**src/design/rcwt_pkg.sv**
```systemverilog
// ----------------------------------------------------------------------------
// rcwt_pkg
// Shared widths, codes and pipeline types of the raycast wall column texel unit.
// ----------------------------------------------------------------------------
`timescale 1ns / 1ps
`default_nettype none

package rcwt_pkg;

  // screen geometry defaults
  localparam int SCREEN_WIDTH_DEF  = 1024;
  localparam int SCREEN_HEIGHT_DEF = 768;

  // field widths
  localparam int COL_W   = 10;
  localparam int ROW_W   = 10;
  localparam int HQ8_W   = 24;
  localparam int FRAC_W  = 16;
  localparam int ANG_W   = 16;
  localparam int PIX_W   = 20;
  localparam int REG_W   = 2;
  localparam int TSEL_W  = 2;
  localparam int TEXEL_W = 20;
  localparam int COLOR_W = 24;
  localparam int TEX_W   = 11;
  localparam int CFG_A_W = 2;

  // internal datapath widths
  localparam int Q9_SHIFT = 9;                  // 1/512 pixel units
  localparam int S_W      = HQ8_W + 1;          // texture row offset in 1/512 pixel
  localparam int YC_W     = S_W - Q9_SHIFT;     // row coordinates after the shift
  localparam int NUM_W    = TEX_W + S_W;        // dividend tex_height * s
  localparam int DEN_W    = HQ8_W + 1;          // divisor 2 * wall height
  localparam int Q_W      = TEX_W;              // quotient bits kept before saturation
  localparam int TXP_W    = TEX_W + FRAC_W;     // tex_width * hit_frac
  localparam int TYP_W    = 2 * TEX_W;          // ty * tex_width

  // cycles from the accepting edge to the edge that takes the result
  localparam int PIPE_LAT = Q_W + 6;

  // angle thresholds, one full turn is 2^16
  localparam logic [ANG_W-1:0] ANG_QUARTER = ANG_W'(16384);
  localparam logic [ANG_W-1:0] ANG_HALF    = ANG_W'(32768);
  localparam logic [ANG_W-1:0] ANG_3QUART  = ANG_W'(49152);

  typedef enum logic [REG_W-1:0] {
    REGION_CEILING = 2'd0,
    REGION_WALL    = 2'd1,
    REGION_FLOOR   = 2'd2
  } region_t;

  typedef enum logic [TSEL_W-1:0] {
    TEX_NORTH = 2'd0,
    TEX_SOUTH = 2'd1,
    TEX_WEST  = 2'd2,
    TEX_EAST  = 2'd3
  } tex_sel_t;

  typedef enum logic [CFG_A_W-1:0] {
    CFG_CEILING_COLOR = 2'd0,
    CFG_FLOOR_COLOR   = 2'd1,
    CFG_TEX_WIDTH     = 2'd2,
    CFG_TEX_HEIGHT    = 2'd3
  } cfg_reg_t;

  localparam logic [TEX_W-1:0] TEX_SIZE_RST = TEX_W'(64);

  // per-word control that rides alongside the divider
  typedef struct packed {
    logic             vld;
    logic [PIX_W-1:0] pix;
    region_t          region;
    tex_sel_t         tsel;
    logic [TEX_W-1:0] tx;
  } side_t;

endpackage

`default_nettype wire

```
**src/design/rcwt_front.sv**
```systemverilog
// ----------------------------------------------------------------------------
// rcwt_front
// Row classification, texture choice and the two multiplies feeding the divider.
// ----------------------------------------------------------------------------
`timescale 1ns / 1ps
`default_nettype none

module rcwt_front import rcwt_pkg::*; #(
  parameter int SCREEN_WIDTH  = SCREEN_WIDTH_DEF,
  parameter int SCREEN_HEIGHT = SCREEN_HEIGHT_DEF
) (
  input  wire logic               clk,
  input  wire logic               rst_n,
  input  wire logic               in_fire,
  input  wire logic [COL_W-1:0]   in_column,
  input  wire logic [ROW_W-1:0]   in_row,
  input  wire logic [HQ8_W-1:0]   in_wall_height_q8,
  input  wire logic [FRAC_W-1:0]  in_hit_frac,
  input  wire logic               in_horizontal_hit,
  input  wire logic [ANG_W-1:0]   in_view_angle,
  input  wire logic [TEX_W-1:0]   tex_width,
  input  wire logic [TEX_W-1:0]   tex_height,
  output side_t                   side_o,
  output logic [NUM_W-1:0]        num_o,
  output logic [DEN_W-1:0]        den_o
);

  localparam int HALF_Q9 = (SCREEN_HEIGHT / 2) * (1 << Q9_SHIFT);
  localparam logic [S_W-1:0]   HALF_Q9_V = S_W'(HALF_Q9);
  localparam logic [HQ8_W-1:0] HSCR_Q8_V = HQ8_W'(SCREEN_HEIGHT * 256);
  localparam logic [YC_W-1:0]  SCR_H_V   = YC_W'(SCREEN_HEIGHT);

  logic [S_W-1:0]   hq8_x;
  logic [S_W-1:0]   above_diff;
  logic [S_W-1:0]   end_sum;
  logic [YC_W-1:0]  row_x;
  logic [YC_W-1:0]  y_off;
  logic [YC_W-1:0]  y_end;
  logic             is_ceil;
  logic             is_wall;
  logic [ROW_W-1:0] y_tex;
  logic [HQ8_W-1:0] excess;
  logic [31:0]      pix_w;
  tex_sel_t         pick;

  logic [PIX_W-1:0]  pix_nxt;
  region_t           region_nxt;
  tex_sel_t          tsel_nxt;
  logic [S_W-1:0]    s_nxt;

  logic              s1_vld_r;
  logic [PIX_W-1:0]  s1_pix_r;
  region_t           s1_region_r;
  tex_sel_t          s1_tsel_r;
  logic [S_W-1:0]    s1_s_r;
  logic [DEN_W-1:0]  s1_den_r;
  logic [FRAC_W-1:0] s1_frac_r;

  logic [TXP_W-1:0]  tx_prod;
  logic [NUM_W-1:0]  num_nxt;
  side_t             side_nxt;
  side_t             side_r;
  logic [NUM_W-1:0]  num_r;
  logic [DEN_W-1:0]  den_r;

  // wall spans trunc(half - h/2) up to, not including, floor(half + h/2 - 1), in 1/512 pixel
  assign hq8_x      = S_W'(in_wall_height_q8);
  assign above_diff = HALF_Q9_V - hq8_x;
  assign end_sum    = HALF_Q9_V + hq8_x - (S_W'(1) << Q9_SHIFT);
  assign row_x      = YC_W'(in_row);
  assign y_off      = (hq8_x < HALF_Q9_V) ? above_diff[S_W-1:Q9_SHIFT] : '0;
  assign y_end      = end_sum[S_W-1:Q9_SHIFT];

  assign is_ceil = row_x < y_off;
  assign is_wall = !is_ceil && (row_x < y_end) && (row_x < SCR_H_V) &&
                   (in_wall_height_q8 != '0);

  // texture row counter starts at the first visible wall row
  assign y_tex  = ROW_W'(row_x - y_off);
  assign excess = (in_wall_height_q8 > HSCR_Q8_V) ? in_wall_height_q8 - HSCR_Q8_V : '0;
  assign s_nxt  = S_W'({y_tex, {Q9_SHIFT{1'b0}}}) + S_W'(excess);

  assign pix_w   = 32'(in_row) * 32'(SCREEN_WIDTH) + 32'(in_column);
  assign pix_nxt = pix_w[PIX_W-1:0];

  always_comb begin
    if (in_horizontal_hit) begin
      pick = (in_view_angle <= ANG_HALF) ? TEX_NORTH : TEX_SOUTH;
    end else begin
      pick = (in_view_angle >= ANG_QUARTER && in_view_angle <= ANG_3QUART) ?
             TEX_WEST : TEX_EAST;
    end
  end

  always_comb begin
    if (is_ceil) begin
      region_nxt = REGION_CEILING;
      tsel_nxt   = TEX_NORTH;
    end else if (is_wall) begin
      region_nxt = REGION_WALL;
      tsel_nxt   = pick;
    end else begin
      region_nxt = REGION_FLOOR;
      tsel_nxt   = TEX_NORTH;
    end
  end

  always_ff @(posedge clk) begin
    if (!rst_n) begin
      s1_vld_r <= 1'b0;
    end else begin
      s1_vld_r <= in_fire;
    end
    s1_pix_r    <= pix_nxt;
    s1_region_r <= region_nxt;
    s1_tsel_r   <= tsel_nxt;
    s1_s_r      <= s_nxt;
    s1_den_r    <= {in_wall_height_q8, 1'b0};
    s1_frac_r   <= in_hit_frac;
  end

  // second stage: texel column and the dividend
  assign tx_prod = TXP_W'(tex_width) * TXP_W'(s1_frac_r);
  assign num_nxt = NUM_W'(tex_height) * NUM_W'(s1_s_r);

  always_comb begin
    side_nxt.vld    = s1_vld_r;
    side_nxt.pix    = s1_pix_r;
    side_nxt.region = s1_region_r;
    side_nxt.tsel   = s1_tsel_r;
    side_nxt.tx     = tx_prod[TXP_W-1:FRAC_W];
  end

  always_ff @(posedge clk) begin
    if (!rst_n) begin
      side_r.vld <= 1'b0;
    end else begin
      side_r <= side_nxt;
    end
    num_r <= num_nxt;
    den_r <= s1_den_r;
  end

  assign side_o = side_r;
  assign num_o  = num_r;
  assign den_o  = den_r;

endmodule

`default_nettype wire

```
**src/design/rcwt_divider.sv**
```systemverilog
// ----------------------------------------------------------------------------
// rcwt_divider
// Pipelined restoring divider, one quotient bit per stage, with overflow flag.
// ----------------------------------------------------------------------------
`timescale 1ns / 1ps
`default_nettype none

module rcwt_divider import rcwt_pkg::*; (
  input  wire logic             clk,
  input  wire logic             rst_n,
  input  wire side_t            side_i,
  input  wire logic [NUM_W-1:0] num_i,
  input  wire logic [DEN_W-1:0] den_i,
  output side_t                 side_o,
  output logic [Q_W-1:0]        q_o,
  output logic                  ovf_o
);

  side_t            side_r [Q_W+1];
  logic [NUM_W-1:0] rem_r  [Q_W];
  logic [DEN_W-1:0] den_r  [Q_W];
  logic [Q_W-1:0]   q_r    [Q_W+1];
  logic             ovf_r  [Q_W+1];
  logic [NUM_W-1:0] den_top;

  // quotient does not fit Q_W bits: the row saturates later anyway
  assign den_top = {den_i, {Q_W{1'b0}}};

  always_ff @(posedge clk) begin
    if (!rst_n) begin
      side_r[0].vld <= 1'b0;
    end else begin
      side_r[0] <= side_i;
    end
    rem_r[0] <= num_i;
    den_r[0] <= den_i;
    q_r[0]   <= '0;
    ovf_r[0] <= num_i >= den_top;
  end

  for (genvar j = 1; j <= Q_W; j++) begin : g_step
    localparam int SH = Q_W - j;
    logic [NUM_W-1:0] dsh;
    logic             ge;

    assign dsh = NUM_W'(den_r[j-1]) << SH;
    assign ge  = rem_r[j-1] >= dsh;

    always_ff @(posedge clk) begin
      if (!rst_n) begin
        side_r[j].vld <= 1'b0;
      end else begin
        side_r[j] <= side_r[j-1];
      end
      q_r[j]   <= {q_r[j-1][Q_W-2:0], ge};
      ovf_r[j] <= ovf_r[j-1];
    end

    if (j < Q_W) begin : g_fwd
      always_ff @(posedge clk) begin
        rem_r[j] <= ge ? rem_r[j-1] - dsh : rem_r[j-1];
        den_r[j] <= den_r[j-1];
      end
    end
  end

  assign side_o = side_r[Q_W];
  assign q_o    = q_r[Q_W];
  assign ovf_o  = ovf_r[Q_W];

endmodule

`default_nettype wire

```
**src/design/rcwt_texel.sv**
```systemverilog
// ----------------------------------------------------------------------------
// rcwt_texel
// Texture row saturation, texel index and the registered result word.
// ----------------------------------------------------------------------------
`timescale 1ns / 1ps
`default_nettype none

module rcwt_texel import rcwt_pkg::*; (
  input  wire logic                clk,
  input  wire logic                rst_n,
  input  wire side_t               side_i,
  input  wire logic [Q_W-1:0]      q_i,
  input  wire logic                ovf_i,
  input  wire logic [TEX_W-1:0]    tex_width,
  input  wire logic [TEX_W-1:0]    tex_height,
  input  wire logic [COLOR_W-1:0]  ceiling_color,
  input  wire logic [COLOR_W-1:0]  floor_color,
  output logic                     out_valid,
  output logic [PIX_W-1:0]         out_pixel_index,
  output logic [REG_W-1:0]         out_region,
  output logic [TSEL_W-1:0]        out_texture_select,
  output logic [TEXEL_W-1:0]       out_texel_index,
  output logic [COLOR_W-1:0]       out_fill_color
);

  logic [TEX_W-1:0]   ty_nxt;
  side_t              t1_side_r;
  logic [TEX_W-1:0]   t1_ty_r;
  side_t              t2_side_r;
  logic [TYP_W-1:0]   t2_prod_r;
  logic [TYP_W:0]     texel_sum;

  logic               out_valid_r;
  logic [PIX_W-1:0]   out_pix_r;
  region_t            out_region_r;
  tex_sel_t           out_tsel_r;
  logic [TEXEL_W-1:0] out_texel_r;
  logic [COLOR_W-1:0] out_fill_r;
  logic [TEXEL_W-1:0] texel_nxt;
  logic [COLOR_W-1:0] fill_nxt;

  always_comb begin
    if (tex_height == '0) begin
      ty_nxt = '0;
    end else if (ovf_i || q_i >= tex_height) begin
      ty_nxt = tex_height - TEX_W'(1);
    end else begin
      ty_nxt = q_i;
    end
  end

  always_ff @(posedge clk) begin
    if (!rst_n) begin
      t1_side_r.vld <= 1'b0;
      t2_side_r.vld <= 1'b0;
    end else begin
      t1_side_r <= side_i;
      t2_side_r <= t1_side_r;
    end
    t1_ty_r   <= ty_nxt;
    t2_prod_r <= TYP_W'(t1_ty_r) * TYP_W'(tex_width);
  end

  assign texel_sum = (TYP_W+1)'(t2_prod_r) + (TYP_W+1)'(t2_side_r.tx);

  always_comb begin
    case (t2_side_r.region)
      REGION_CEILING: begin
        texel_nxt = '0;
        fill_nxt  = ceiling_color;
      end
      REGION_WALL: begin
        texel_nxt = texel_sum[TEXEL_W-1:0];
        fill_nxt  = '0;
      end
      default: begin
        texel_nxt = '0;
        fill_nxt  = floor_color;
      end
    endcase
  end

  always_ff @(posedge clk) begin
    if (!rst_n) begin
      out_valid_r <= 1'b0;
    end else begin
      out_valid_r <= t2_side_r.vld;
    end
    out_pix_r    <= t2_side_r.pix;
    out_region_r <= t2_side_r.region;
    out_tsel_r   <= t2_side_r.tsel;
    out_texel_r  <= texel_nxt;
    out_fill_r   <= fill_nxt;
  end

  assign out_valid          = out_valid_r;
  assign out_pixel_index    = out_pix_r;
  assign out_region         = out_region_r;
  assign out_texture_select = out_tsel_r;
  assign out_texel_index    = out_texel_r;
  assign out_fill_color     = out_fill_r;

endmodule

`default_nettype wire

```
**src/design/raycast_wall_column_texel.sv**
```systemverilog
// ----------------------------------------------------------------------------
// raycast_wall_column_texel
// Path: a taken start reaches out_valid through the front registers, the divider input
// register, the 11-stage quotient pipeline (one bit per stage) and the texel registers.
// Throughput: one pixel word per clock, busy stays low outside reset.
// Reset: synchronous on rst_n, clears all valid bits and sets the texture size
// registers to 64 and both colors to 0; busy and cfg_ready follow reset.
// ----------------------------------------------------------------------------
`timescale 1ns / 1ps
`default_nettype none

module raycast_wall_column_texel import rcwt_pkg::*; #(
  parameter int SCREEN_WIDTH  = SCREEN_WIDTH_DEF,
  parameter int SCREEN_HEIGHT = SCREEN_HEIGHT_DEF
) (
  input  wire logic                clk,
  input  wire logic                rst_n,
  input  wire logic                start,
  output logic                     busy,
  input  wire logic [COL_W-1:0]    in_column,
  input  wire logic [ROW_W-1:0]    in_row,
  input  wire logic [HQ8_W-1:0]    in_wall_height_q8,
  input  wire logic [FRAC_W-1:0]   in_hit_frac,
  input  wire logic                in_horizontal_hit,
  input  wire logic [ANG_W-1:0]    in_view_angle,
  output logic                     out_valid,
  output logic [PIX_W-1:0]         out_pixel_index,
  output logic [REG_W-1:0]         out_region,
  output logic [TSEL_W-1:0]        out_texture_select,
  output logic [TEXEL_W-1:0]       out_texel_index,
  output logic [COLOR_W-1:0]       out_fill_color,
  input  wire logic                cfg_valid,
  output logic                     cfg_ready,
  input  wire logic [CFG_A_W-1:0]  cfg_index,
  input  wire logic [COLOR_W-1:0]  cfg_data
);

  logic               in_fire;
  logic               cfg_fire;
  logic [COLOR_W-1:0] ceiling_color_r;
  logic [COLOR_W-1:0] floor_color_r;
  logic [TEX_W-1:0]   tex_width_r;
  logic [TEX_W-1:0]   tex_height_r;

  side_t              fr_side;
  logic [NUM_W-1:0]   fr_num;
  logic [DEN_W-1:0]   fr_den;
  side_t              dv_side;
  logic [Q_W-1:0]     dv_q;
  logic               dv_ovf;

  assign busy      = ~rst_n;
  assign cfg_ready = rst_n;
  assign in_fire   = start & ~busy;
  assign cfg_fire  = cfg_valid & cfg_ready;

  always_ff @(posedge clk) begin
    if (!rst_n) begin
      ceiling_color_r <= '0;
      floor_color_r   <= '0;
      tex_width_r     <= TEX_SIZE_RST;
      tex_height_r    <= TEX_SIZE_RST;
    end else if (cfg_fire) begin
      case (cfg_reg_t'(cfg_index))
        CFG_CEILING_COLOR: ceiling_color_r <= cfg_data;
        CFG_FLOOR_COLOR:   floor_color_r   <= cfg_data;
        CFG_TEX_WIDTH:     tex_width_r     <= cfg_data[TEX_W-1:0];
        CFG_TEX_HEIGHT:    tex_height_r    <= cfg_data[TEX_W-1:0];
        default: begin
        end
      endcase
    end
  end

  rcwt_front #(
    .SCREEN_WIDTH  (SCREEN_WIDTH),
    .SCREEN_HEIGHT (SCREEN_HEIGHT)
  ) u_front (
    .clk               (clk),
    .rst_n             (rst_n),
    .in_fire           (in_fire),
    .in_column         (in_column),
    .in_row            (in_row),
    .in_wall_height_q8 (in_wall_height_q8),
    .in_hit_frac       (in_hit_frac),
    .in_horizontal_hit (in_horizontal_hit),
    .in_view_angle     (in_view_angle),
    .tex_width         (tex_width_r),
    .tex_height        (tex_height_r),
    .side_o            (fr_side),
    .num_o             (fr_num),
    .den_o             (fr_den)
  );

  rcwt_divider u_div (
    .clk    (clk),
    .rst_n  (rst_n),
    .side_i (fr_side),
    .num_i  (fr_num),
    .den_i  (fr_den),
    .side_o (dv_side),
    .q_o    (dv_q),
    .ovf_o  (dv_ovf)
  );

  rcwt_texel u_texel (
    .clk                (clk),
    .rst_n              (rst_n),
    .side_i             (dv_side),
    .q_i                (dv_q),
    .ovf_i              (dv_ovf),
    .tex_width          (tex_width_r),
    .tex_height         (tex_height_r),
    .ceiling_color      (ceiling_color_r),
    .floor_color        (floor_color_r),
    .out_valid          (out_valid),
    .out_pixel_index    (out_pixel_index),
    .out_region         (out_region),
    .out_texture_select (out_texture_select),
    .out_texel_index    (out_texel_index),
    .out_fill_color     (out_fill_color)
  );

endmodule

`default_nettype wire

```
**config.mk**
```make
export PLATFORM = sky130hd
export DESIGN_NAME = raycast_wall_column_texel
export DESIGN_NICKNAME = d
export VERILOG_FILES = /design/src/design/rcwt_pkg.sv /design/src/design/rcwt_front.sv /design/src/design/rcwt_divider.sv /design/src/design/rcwt_texel.sv /design/src/design/raycast_wall_column_texel.sv
export SDC_FILE = /design/constraint.sdc
export NUM_CORES = 2
export LEC_CHECK = 0
export BUFFER_PORTS_ARGS = -buffer_cell sky130_fd_sc_hd__buf_4
export CAP_MARGIN = 20
export CORE_MARGIN = 1.5
export CORE_UTILIZATION = 50
export CTS_CLUSTER_DIAMETER = 30
export CTS_CLUSTER_SIZE = 24
export DETAILED_ROUTE_END_ITERATION = 8
export GPL_TIMING_DRIVEN = 0
export PLACE_DENSITY = 0.78
export SKIP_LAST_GASP = 1
export SLEW_MARGIN = 10
export SYNTH_ARGS = -nofsm -noshare
export SYNTH_HDL_FRONTEND = slang
export SYNTH_SLANG_ARGS = --single-unit
export TNS_END_PERCENT = 100
```
**constraint.sdc**
```tcl
create_clock -name clk -period 10.76 [get_ports clk]
set_input_delay 2.152 -clock clk [delete_from_list [all_inputs] [get_ports clk]]
set_output_delay 2.152 -clock clk [all_outputs]
set_load 0.02 [all_outputs]
```
; Word-level counts from Yosys, hierarchy flattened
; Memories as Yosys holds them, arrays and structs flattened.
; Cells that the tools add are included.
[op_classes]
bitwise = 16
eq_ne = 4
mux = 32
n_reduce_logical = 15
add_sub_neg = 19
magnitude_cmp = 21
mul = 3
[op_table]
columns = cell, n
row1 = $mux W36, 10
row2 = $pmux W24 S2, 1
row3 = $ge A36 B25 Y1, 1
row4 = $ge A36 B26 Y1, 1
row5 = $ge A36 B27 Y1, 1
row6 = $ge A36 B28 Y1, 1
row7 = $ge A36 B29 Y1, 1
row8 = $ge A36 B30 Y1, 1
row9 = $ge A36 B31 Y1, 1
row10 = $ge A36 B32 Y1, 1
row11 = $ge A36 B33 Y1, 1
row12 = $ge A36 B34 Y1, 1
row13 = $ge A36 B35 Y1, 1
row14 = $ge A36 B36 Y1, 1
row15 = $mul A11 B25 Y36, 1
row16 = $sub A36 B26 Y36, 1
row17 = $sub A36 B27 Y36, 1
row18 = $sub A36 B28 Y36, 1
row19 = $sub A36 B29 Y36, 1
row20 = $sub A36 B30 Y36, 1
row21 = $sub A36 B31 Y36, 1
row22 = $sub A36 B32 Y36, 1
row23 = $sub A36 B33 Y36, 1
row24 = $sub A36 B34 Y36, 1
row25 = 37 further kinds, 77
[totals]
n_memories = 5
reg_bits = 428
output_inout_bits = 71
mem_bits_rw = 1247
elab_cells = 151
[memory_table]
columns = name, words, width, read_ports, rd_ports_with_merged_regs, write_ports, line_no
row1 = u_div.side_r, 12, 36, 12, 0, 12, rcwt_divider.sv:19  ; side_t side_r [Q_W+1];
row2 = u_div.rem_r, 11, 36, 11, 0, 11, rcwt_divider.sv:20  ; logic [NUM_W-1:0] rem_r [Q_W];
row3 = u_div.den_r, 11, 25, 11, 0, 11, rcwt_divider.sv:21  ; logic [DEN_W-1:0] den_r [Q_W];
row4 = u_div.q_r, 12, 11, 12, 0, 12, rcwt_divider.sv:22  ; logic [Q_W-1:0] q_r [Q_W+1];
row5 = u_div.ovf_r, 12, 1, 12, 0, 12, rcwt_divider.sv:23  ; logic ovf_r [Q_W+1];

; Longest topological paths before layout
[logic_depth]
word_depth = 9
mapped_depth = 24
ltp_nobuf = 24

; Cells and area by module
; Synthesis repeated with hierarchy kept, for this count alone.
[hier_totals]
hier_cells = 7395
area_unflattened_um2 = 79302.3
[by_module_without_submodules]
columns = mod, area_each_um2, cells_each, n_inst
row1 = rcwt_divider, 47342.9, 4202, 1
row2 = rcwt_front, 19668.9, 2071, 1
row3 = rcwt_texel, 9601.7, 861, 1
row4 = raycast_wall_column_texel, 2688.8, 261, 1

; Worst setup path before layout
; No wires, ideal clock.
[synth_path]
path_type = input port to flip-flop
start = input port in_wall_height_q8[21]
end = register u_front.s1_s_r[20]
slack_ps = 3865
required_time_ps = 10638
stages = 22
path_buffers = 0
arrival_time_ps = 6773
path_cell_list = or3_1 nor2_1 nand2_1 nor2_1 o21ai_0 a21oi_1 ha_1 inv_1 fa_1 a21o_1 a21oi_1 o21ai_0 a21oi_1 o21ai_0 a21oi_1 xnor2_1 ha_1 and3_1 a211o_1 a21oi_1 mux2_2 o311a_1
[synth_between]
elab_chain_len = 4
word_cells_on_any_way = 6
classes_between = add/sub (2) / order compare (2) / mux (2)
[synth_lines]
columns = element, line_no
row1 = from (decl), raycast_wall_column_texel.sv:22  ; input wire logic [HQ8_W-1:0] in_wall_height_q8,
row2 = $lt A24 B18 Y1, rcwt_front.sv:71  ; assign y_off = (hq8_x < HALF_Q9_V) ? above_diff[S_W-1:Q9_SHIFT] : '0;
row3 = $mux W16, rcwt_front.sv:71
row4 = $sub A10 B10 Y10, rcwt_front.sv:79  ; assign y_tex = ROW_W'(row_x - y_off);
row5 = $add A19 B24 Y25 *, rcwt_front.sv:81  ; assign s_nxt = S_W'({y_tex, {Q9_SHIFT{1'b0}}}) + S_W'(excess);
row6 = via u_front.s_nxt[20], rcwt_front.sv:49  ; logic [S_W-1:0] s_nxt;
row7 = to (signal assigned), rcwt_front.sv:117  ; s1_s_r <= s_nxt;
row8 = to (decl), rcwt_front.sv:55  ; logic [S_W-1:0] s1_s_r;
; The timed path passes the listed nets; every way through them passes the cells marked *.
; A chain may end at the register's enable or synchronous reset.

; Worst setup path after layout
[layout_path]
start = register tex_height_r[9]
end = register u_front.num_r[34], in the netlist u_front.num_o[34]
[layout_between]
elab_chain_len = 1
[layout_lines]
columns = element, line_no
row1 = from (decl), raycast_wall_column_texel.sv:43  ; logic [TEX_W-1:0] tex_height_r;
row2 = from (signal assigned), raycast_wall_column_texel.sv:68  ; CFG_TEX_HEIGHT: tex_height_r <= cfg_data[TEX_W-1:0];
row3 = $mul A11 B25 Y36, rcwt_front.sv:124  ; assign num_nxt = NUM_W'(tex_height) * NUM_W'(s1_s_r);
row4 = via u_front.num_nxt[34], rcwt_front.sv:60  ; logic [NUM_W-1:0] num_nxt;
row5 = to (signal assigned), rcwt_front.sv:140  ; num_r <= num_nxt;
row6 = to (decl), rcwt_front.sv:63  ; logic [NUM_W-1:0] num_r;
; The timed path passes the listed nets, and every way through them passes these cells.

==> results.toml <==
[setup_path]
r2r-start = "tex_height_r[9]$_SDFFE_PN0P_"
crit_path_end_kind = "flip-flop"
start_kind = "flip-flop"
endpoint = "u_front.num_o[34]$_DFF_P_"
reg2reg_to = "u_front.num_o[34]$_DFF_P_"
reg2reg_slack_ns = 2.82
critical_path.max_fanout = 10
required_ns = 11.53
arrival_ns = 8.71
criticalPathCategory = "reg2reg"
crit_start = "tex_height_r[9]$_SDFFE_PN0P_"
worstRegToRegCells = 20

[timing]
period_needed_ns = 7.94
worst_slack_ns = 2.82
hold_violations = 0
clock_skew_ns = 0.0831
setup_violations = 0
slew_violations = 0
period_share_pct = 73.8
rsz0062_at_grt = "no"
holdWs_ns = 0.299
fmax_mhz = 126
relSlewSlack_pct = 31.8
tightest_slew_ns = 1.02

[logic_synthesis]
yosysMostFrequentCell = "dfxtp_1"
synthTopCellsByCount = "dfxtp_1, inv_1, nand2_1"
ys_seq_area_share_pct = 48.3
syn_nets = 8205
synth_top_area_share_pct = 27.9
synth_ff_type = "dfxtp_1"
ys_warn_count = 0
synth_area_mm2 = 0.0771
synth_edf_count = 525
ys_types = 87
synth-seq-cells = 1598
synth_top_cell_by_area = "dfxtp_1"
syn_inst = 7144
synth-async-reset-ratio_pct = 0
netlist_top_cells_area = "dfxtp_1, edfxtp_1, fa_1"
avgSynthCellArea_um2 = 10.8

[power]
switchingPower_w = 0.00749
p_sw_share_pct = 31.2
p_leak_nw = 40.2
seqPwrFrac_pct = 33.1
power_density_mw_per_mm2 = 263
vdd_drop_max_uv = 177
power_frac_clock_pct = 38.3
p_int_w = 0.0165
p_comb_share_pct = 28.6

[global_route]
grt-ovfl-total = 0
grt_first_pass_wirelength_um = 283000
grt-busiest-layer = "met2"
grt_max_degree = 126
grt_pass1_vias = 54800
met2_usage_pct = 38.5
antenna_found_initial = 4
track_usage_pct = 22.6
met3_usage_pct = 4.82
use_met1_pct = 26.9

[hold_path]
hold_class = "reg2reg"

[floorplan]
die_w_um = 396
io_pins = 178
die-area_mm2 = 0.157
die_h_um = 396
core_area_mm2 = 0.153
start_util_pct = 50.5
rows = 143

[drt]
drc_errors = 0
ant_nets = 0
wl_um = 177000
wire_per_inst_um = 17.9
dr_total_vias = 52400
drt_first_pass_iters = 7
viasPerCell = 5.31
drt_iter0_drc = 3232

[status]
status = "complete, no violations"

[clock_tree]
clk_pin_slew_ns = 0.06
clkLatencyLatePin_ns = 0.89
postCtsSetupRepairBufs = 0
cts_resized = 0
ctsLongestPathBuffers = 4
cts_tree = "yes"
cts_max_level = 5
cts_made_buffers = 297
cts_root_buf = "clkbuf_16"
hold_buffers = 0
cts.sinks = 1598

[place]
port_buffers = 177
place_congestion = 0.923
dp_hpwl_um = 132000
placed_area_mm2 = 0.0811
dp_slack_ns = 2.99

[final_layout]
syn2layout_area_growth_pct = 18.3
finalInstanceArea_mm2 = 0.0912
num-nets-final = 8688
nFillCells = 12200
drive_above_1_share_pct = 10.4

[run]
drv_cap = 0
## worst min path at each step
stage / from / depth (start not counted) / end / slack, ns
6_report: u_div.q_r[4][16]$_DFF_P_ / 0 / u_div.q_r[5][6]$_DFF_P_ / 0.30
5_1_grt: u_div.q_r[2][1]$_DFF_P_ / 0 / u_div.q_r[2][13]$_DFF_P_ / 0.32
4_1_cts: u_div.q_r[4][16]$_DFF_P_ / 0 / u_div.q_r[5][6]$_DFF_P_ / 0.29
3_5_place_dp: u_div.q_r[5][2]$_DFF_P_ / 0 / u_div.q_r[5][14]$_DFF_P_ / 0.31
3_3_place_gp: u_div.q_r[1][1]$_DFF_P_ / 0 / u_div.q_r[1][13]$_DFF_P_ / 0.31
2_1_floorplan: u_div.ovf_r[9]$_DFF_P_ / 0 / u_div.ovf_r[10]$_DFF_P_ / 0.31
## layout make-up
cell class | count | area [um^2] | share of cell area (%)
repair buffers | 184 | 1470 | 1.61
plain buffers | 223 | 876 | 0.960
multi-input cells | 4458 | 35800 | 39.2
clock buffers | 362 | 8210 | 9.00
clock inverters | 153 | 1880 | 2.06
inverters | 865 | 3250 | 3.56
flip-flops and latches | 1598 | 37200 | 40.8
diodes | 1 | 2.50 | 0.00274
well taps | 2030 | 2540 | 2.78
## per-stage QoR
stage	cells	setup TNS [ns]	total power (W)	util, %
after floorplan	7144	0	0.0131	-
after global placement	9351	-3.43	0.0146	53.1
after detailed placement	9358	0	0.0148	53.2
after CTS	9873	0	0.0241	59.8
after global routing	9874	0	0.0253	59.8
final	9874	0	0.0240	59.8
## per-layer routing
| metal | share of wire, % | vias to the layer above |
|---|---|---|
| met4 | 5.0 | 2 |
| met2 | 48 | 1755 |
| met3 | 6.5 | 485 |
| met5 | 0.0074 | - |
| li1 | - | 25000 |
| met1 | 40 | 25200 |
## worst max-delay path, cell delays in order, from the launching register on
cell and delay [ns]:
dfxtp_1 0.36, clkbuf_1 0.77, clkbuf_1 0.76, nand2_1 0.17, fa_1 0.54, fa_1 0.55, inv_1 0.05, fa_1 0.50
fa_1 0.55, inv_1 0.06, fa_1 0.52, inv_1 0.05, ha_1 0.37, nand2_1 0.14, o22ai_1 0.13, nor4b_1 0.66
o221ai_1 0.35, o31ai_1 0.47, o211ai_1 0.26, a221oi_1 0.41, xnor2_1 0.16
## state kept, by name, summed over array words and instances (netlist names), 24 cells and up
register and cells:
u_front.s1_s_r 25, u_div.q_r 66, u_texel.t2_side_r 36, u_front.den_o 24, u_front.side_o 36, u_texel.out_fill_color 24, floor_color_r 24, u_front.s1_den_r 24
u_div.side_r 432, u_front.num_o 36, u_div.den_r 264, u_div.rem_r 396, u_texel.t1_side_r 36, ceiling_color_r 24
## power groups by stage
stage                     clock network (W)  registers (W)  logic [W]
final                               0.00919        0.00794    0.00687
after global routing                0.00965        0.00803    0.00765
after CTS                           0.00935        0.00793    0.00684
after detailed placement                  0        0.00804    0.00677
after global placement                    0        0.00803    0.00661
after floorplan                           0        0.00779    0.00526
## placed cells by master (no fill, tap or decap), drive strengths merged, types with 60 or more instances in the layout
master  instances
dfxtp        1073
inv           913
nand2         747
clkbuf        564
ha            532
edfxtp        525
a21oi         449
fa            422
nor2          330
and2          265
o21ai         251
xnor2         234
buf           205
a21o          132
xor2          117
mux2           99
nor3           81
nand3          80
nand2b         67
o21a           60
## cells by family (layout without fill, tap and decap cells)
logic type      count (synthesis)  after routing  synth area share (%)
compound gates               1196           1196                  9.68
other cells                     1              2               0.00486
xor+xnor                      351            351                  3.99
mux                           116            116                  1.74
fa+ha+maj                     954            954                  19.6
simple gates                 1840           1840                  11.4
flops                        1598           1598                  48.3
buf+inv                      1088           1787                  5.35
(Power assumes the default switching activity.)
